<file path="src/rtl/bfa_alu.sv">
// Shared iterative unit: 128/64 restoring divide or 128-bit integer square root,
// one bit per cycle. Depends on nothing outside this file.
`timescale 1ns / 1ps
`default_nettype none
module bfa_alu (
	input  wire logic         clk,
	input  wire logic         arst_n,
	input  wire logic         go,
	input  wire logic         is_sqrt,
	input  wire logic [127:0] num,
	input  wire logic [63:0]  den,
	output logic              done,
	output logic [63:0]       res
);
	logic [7:0]   cnt_q;
	logic         busy_q;
	logic         sqrt_q;
	logic [127:0] n_q;
	logic [63:0]  d_q;
	logic [65:0]  rem_q;
	logic [63:0]  q_q;
	logic [129:0] rs_q;
	logic [65:0]  rem_sh;
	logic [65:0]  rem_sub;
	logic [129:0] sq_rem;
	logic [129:0] sq_trial;

	assign rem_sh   = {rem_q[64:0], n_q[127]};
	assign rem_sub  = rem_sh - {2'b00, d_q};
	assign sq_rem   = {rs_q[127:0], n_q[127:126]};
	assign sq_trial = sq_rem - {64'd0, q_q, 2'b01};

	always_ff @(posedge clk or negedge arst_n) begin
		if (!arst_n) begin
			busy_q <= 1'b0;
			done   <= 1'b0;
			cnt_q  <= '0;
		end else begin
			done <= 1'b0;
			if (go) begin
				busy_q <= 1'b1;
				sqrt_q <= is_sqrt;
				n_q    <= num;
				d_q    <= den;
				rem_q  <= '0;
				rs_q   <= '0;
				q_q    <= '0;
				cnt_q  <= is_sqrt ? 8'd64 : 8'd128;
			end else if (busy_q) begin
				if (sqrt_q) begin
					n_q <= {n_q[125:0], 2'b00};
					if (!sq_trial[129]) begin
						rs_q <= sq_trial;
						q_q  <= {q_q[62:0], 1'b1};
					end else begin
						rs_q <= sq_rem;
						q_q  <= {q_q[62:0], 1'b0};
					end
				end else begin
					n_q <= {n_q[126:0], 1'b0};
					if (!rem_sub[65]) begin
						rem_q <= rem_sub;
						q_q   <= {q_q[62:0], 1'b1};
					end else begin
						rem_q <= rem_sh;
						q_q   <= {q_q[62:0], 1'b0};
					end
				end
				cnt_q <= cnt_q - 8'd1;
				if (cnt_q == 8'd1) begin
					busy_q <= 1'b0;
					done   <= 1'b1;
				end
			end
		end
	end

	assign res = q_q;
endmodule
`default_nettype wire

</file>
<file path="config.mk">
export PLATFORM = sky130hd
export DESIGN_NAME = bfa_alu
export DESIGN_NICKNAME = d
export VERILOG_FILES = /design/src/rtl/bfa_alu.sv
export SDC_FILE = /design/constraint.sdc
export NUM_CORES = 1
export LEC_CHECK = 0
export ABC_AREA = 1
export BUFFER_PORTS_ARGS = -buffer_cell sky130_fd_sc_hd__buf_2
export CORE_ASPECT_RATIO = 1.2
export CORE_MARGIN = 10
export CORE_UTILIZATION = 36
export DETAILED_ROUTE_END_ITERATION = 10
export MAX_ROUTING_LAYER = met4
export SYNTH_ARGS = -nofsm -noshare
export SYNTH_HDL_FRONTEND = slang
export SYNTH_SLANG_ARGS = --single-unit
</file>
<file path="constraint.sdc">
create_clock -name clk -period 13.45 [get_ports clk]
set_input_delay 2.69 -clock clk [delete_from_list [all_inputs] [get_ports clk]]
set_output_delay 2.69 -clock clk [all_outputs]
set_load 0.03 [all_outputs]
</file>
==> summary.md <==
| Metric | Value |
|---|---|
| Outcome | `finished, final reports clean` |
| Initial antenna violation count | `2` |
| Yosys cell types | `46` |
| Synth Cell Area | `36,700 um2` |
| Clock buffer count from CTS | `53` |
| Worst R2R Start | `res[52]$_SDFFCE_PP0P_` |
| Register-to-register setup slack | `8.77 ns` |
| Hold_ws | `0.499 ns` |
| Required @ worst endpoint | `13.73 ns` |
| M1 GR Usage | `27.4%` |
| Worst-path clk slew | `0.06 ns` |
| Layout cell share with drive strength beyond 1 | `7.72%` |
| Placed cells | `6,916` |
| # DRC | `0` |
| Global-route wire length before repair | `209,000 um` |
| Final period utilization | `36.6%` |
| Post-DR vias/cell | `5.12` |
| Drt total wl | `137,000 um` |
| Worst skew pair latency | `0.70 ns` |
| Busiest layer in global routing | `met2` |
| Fin nets | `5,934` |
| Syn nets | `5,766` |
| CTS sink cnt | `460` |
| Post-route cell area | `40,900 um2` |
| Gpl congestion | `0.998` |
| Max Cap Viol | `0` |
| CP Launch Type | `input pin` |
| FP Rows | `128` |
| Setup Skew | `0.0515 ns` |
| Die height | `370 um` |
| Worst vdd ir | `0.130 mV` |
| Crit Path Category | `in2reg` |
| Hold Buf Count CTS | `0` |
| PortBufs | `260` |
| Grt met2 use | `40.3%` |
| Slew HR | `15.8%` |
| Most used cell, CP | `buf_4` |
| DP Area | `39,100 um2` |
| Gr ovfl total | `0` |
| Worst Hold Depth | `1` |
| Minimum clock period | `4.92 ns` |
| Critical-path top delay cell | `buf_4` |
| Fin. Hold Viols | `0` |
| CP Data Arrival Time | `5.20 ns` |
| Final setup vio count | `0` |
| Die width | `311 um` |
| Worst Max-Slew Pin Slew | `1.25 ns` |
| CP delay by family, top | `buffers and inverters` |
| Initial drt markers | `2,693` |
| Post-Syn Area per Cell | `6.74 um2` |
| Root Driver | `clkbuf_16` |
| Syn Inst Count | `5,438` |
| Drt wl/cell | `19.5 um` |
| LEAKAGE | `19.0 nW` |
| Total global-route track usage | `23.7%` |
| Vias in the first global route | `35,265` |
| Via count | `35,925` |
| Worst min path class | `reg2reg` |
| Final Slew Violations | `0` |
| CTS tree | `done` |
| Final std cells w/o fill | `7,017` |
| Initial core utilization | `36.2%` |
| Path depth of the worst reg2reg path | `19` |
| First-pass DRT Iterations | `9` |
| FMAX | `203 MHz` |
| Largest net degree at the start of global routing | `104` |
| Reg-to-reg endpoint | `rs_q[20]$_SDFFCE_PP0P_` |
| Hold EP | `cnt_q[4]$_DFFE_PN0N_` |
| Worst setup EP type | `register` |
| Yosys warnings | `0` |
| Worst path max stage delay | `0.85 ns` |
| Crit path max fanout | `89` |
| RSZ-0062 raised after global routing | `false` |
| PD cells | `118 nW/um2` |
| Die area | `115,000 um2` |
| Core area | `101,000 um2` |
| Sequential area share after synthesis | `37.6%` |
| PostCTS Resize Cnt | `0` |
| Min-delay src | `cnt_q[4]$_DFFE_PN0N_` |
| Final core utilization | `40.4%` |
| I/O pin total | `261` |
| Post-CTS Setup Repair Bufs | `0` |
| Buffers & Inverters on Critical Path | `3` |
| Crit-path cells | `buf_8 -> nor2_1 -> nor2_4 -> buf_4 -> buf_4` |
| Antenna viol nets, final | `0` |
| GR Util met3 | `3.16%` |
| Max Root-Sink Buffers | `3` |
| Htree depth | `2` |
| Dpl hpwl | `107,000 um` |
| Synthesis-to-finish area growth | `11.7%` |
| Setup TNS | `0 ns` |
| Flops & latches, synth | `460` |
==> flip-flops by register name (all words and copies together) (netlist names) <==
register and count:
d_q 64, rem_q 65, done 1, cnt_q 8, sqrt_q 1, busy_q 1
res 64, rs_q 128, n_q 128
==> per-stage QoR <==
step | total power [mW] | setup WS, ns
floorplan | 2.84 | 4.75
finish | 4.84 | 8.53
CTS | 4.88 | 8.61
global route | 5.12 | 8.42
detailed placement | 3.32 | 7.88
global placement | 3.31 | 7.89
==> worst reg2reg max path, cell delays in order (launching register included) <==
cell	delay (ns)
edfxtp_1	0.36
inv_1	0.09
ha_1	0.39
nand2_1	0.13
nor2_1	0.22
inv_2	0.07
nor3_2	0.39
nand2_1	0.21
nor2_2	0.17
nand2_2	0.08
nand2_2	0.10
nand2_4	0.06
nand2_2	0.09
nand2_4	0.04
buf_4	0.27
nand2_4	0.51
buf_4	0.79
nand2_1	0.17
nand3_1	0.12
a21oi_1	0.09
==> layout make-up <==
cell class,count,area (um2)
tap,1365,1710
clock inverter,33,374
sequential,460,13800
antenna,2,5.00
clock buffer,66,1460
timing repair buffer,287,1540
multi-input combinational,3865,18600
fill,11052,60300
inverter,939,3530
==> per-layer routing <==
layer	vias to the layer above	part of all wire [%]
li1	17881	-
met1	16707	41
met2	1069	48
met3	268	5.2
met4	0	5.7
met5	-	0
==> synthesized netlist by cell type, drive strengths merged <==
| master | count | area, um2 |
|---|---|---|
| a21o | 13 | 97.6 |
| nand2 | 1598 | 6040 |
| a211oi | 2 | 15.0 |
| dfrtp | 10 | 250 |
| nand3b | 6 | 45.0 |
| nor2 | 605 | 2320 |
| o21ai | 136 | 684 |
| nand3 | 335 | 1690 |
| clkbuf | 120 | 450 |
| o22ai | 65 | 407 |
| fa | 1 | 20.0 |
| a31oi | 13 | 81.3 |
| nor3 | 72 | 370 |
| nor3b | 2 | 15.0 |
| xor2 | 62 | 543 |
| xnor2 | 42 | 368 |
| a21oi | 641 | 3220 |
| buf | 54 | 374 |
| inv | 936 | 3510 |
| edfxtp | 450 | 13500 |
| o221ai | 1 | 8.76 |
| nor4 | 18 | 128 |
| and3 | 3 | 18.8 |
| ha | 131 | 1640 |
| clkinv | 3 | 11.3 |
| nand4 | 47 | 294 |
| o21a | 8 | 60.1 |
| o211ai | 34 | 255 |
| o21bai | 23 | 173 |
| or2 | 3 | 18.8 |
| a21boi | 4 | 30.0 |
==> worst max path at each step <==
stage / from / slack, ns / to / cells past startpoint
finish: go / 8.53 / n_q[50]$_DFFE_PP_ / 5
global route: go / 8.42 / n_q[50]$_DFFE_PP_ / 5
CTS: go / 8.61 / n_q[100]$_DFFE_PP_ / 5
detailed placement: go / 7.88 / n_q[100]$_DFFE_PP_ / 5
global placement: go / 7.89 / n_q[33]$_DFFE_PP_ / 5
floorplan: go / 4.75 / n_q[0]$_SDFFCE_PN0P_ / 2
==> where the power goes <==
group	internal (mW)	total [mW]	switching, mW	leakage, nW
Clock	0.874	1.54	0.670	0.896
Sequential	1.73	1.82	0.0910	4.60
Combinational	0.450	1.48	1.03	13.5
==> cell usage in the layout, fill, tap and decap left out, drive strengths merged <==
master / count
a21oi: 641
a21boi: 4
clkbuf: 66
dfrtp: 10
a21o: 13
bufinv: 5
nand3: 335
xnor2: 42
o22ai: 65
o21a: 8
and3: 3
ha: 131
fa: 1
o21ai: 136
nand2: 1598
o211ai: 34
nor3: 72
or2: 3
nor3b: 2
xor2: 62
buf: 287
nand4: 47
nor2: 605
nand3b: 6
a211oi: 2
clkinv: 25
diode: 2
inv: 940
edfxtp: 450
clkinvlp: 2
nor4: 18
a31oi: 13
o21bai: 23
o221ai: 1
==> logic make-up after synthesis <==
| logic type | after synthesis | synth area share (%) |
|---|---|---|
| AOI/OAI and AO/OA | 940 | 13.7 |
| xor gates and xnor gates | 104 | 2.49 |
| adders and majority gates | 132 | 4.53 |
| buffers and inverters | 1113 | 11.9 |
| DFF | 460 | 37.6 |
| and+or+nand+nor | 2689 | 29.8 |
Note: power is estimated with default switching activity, not from simulation.
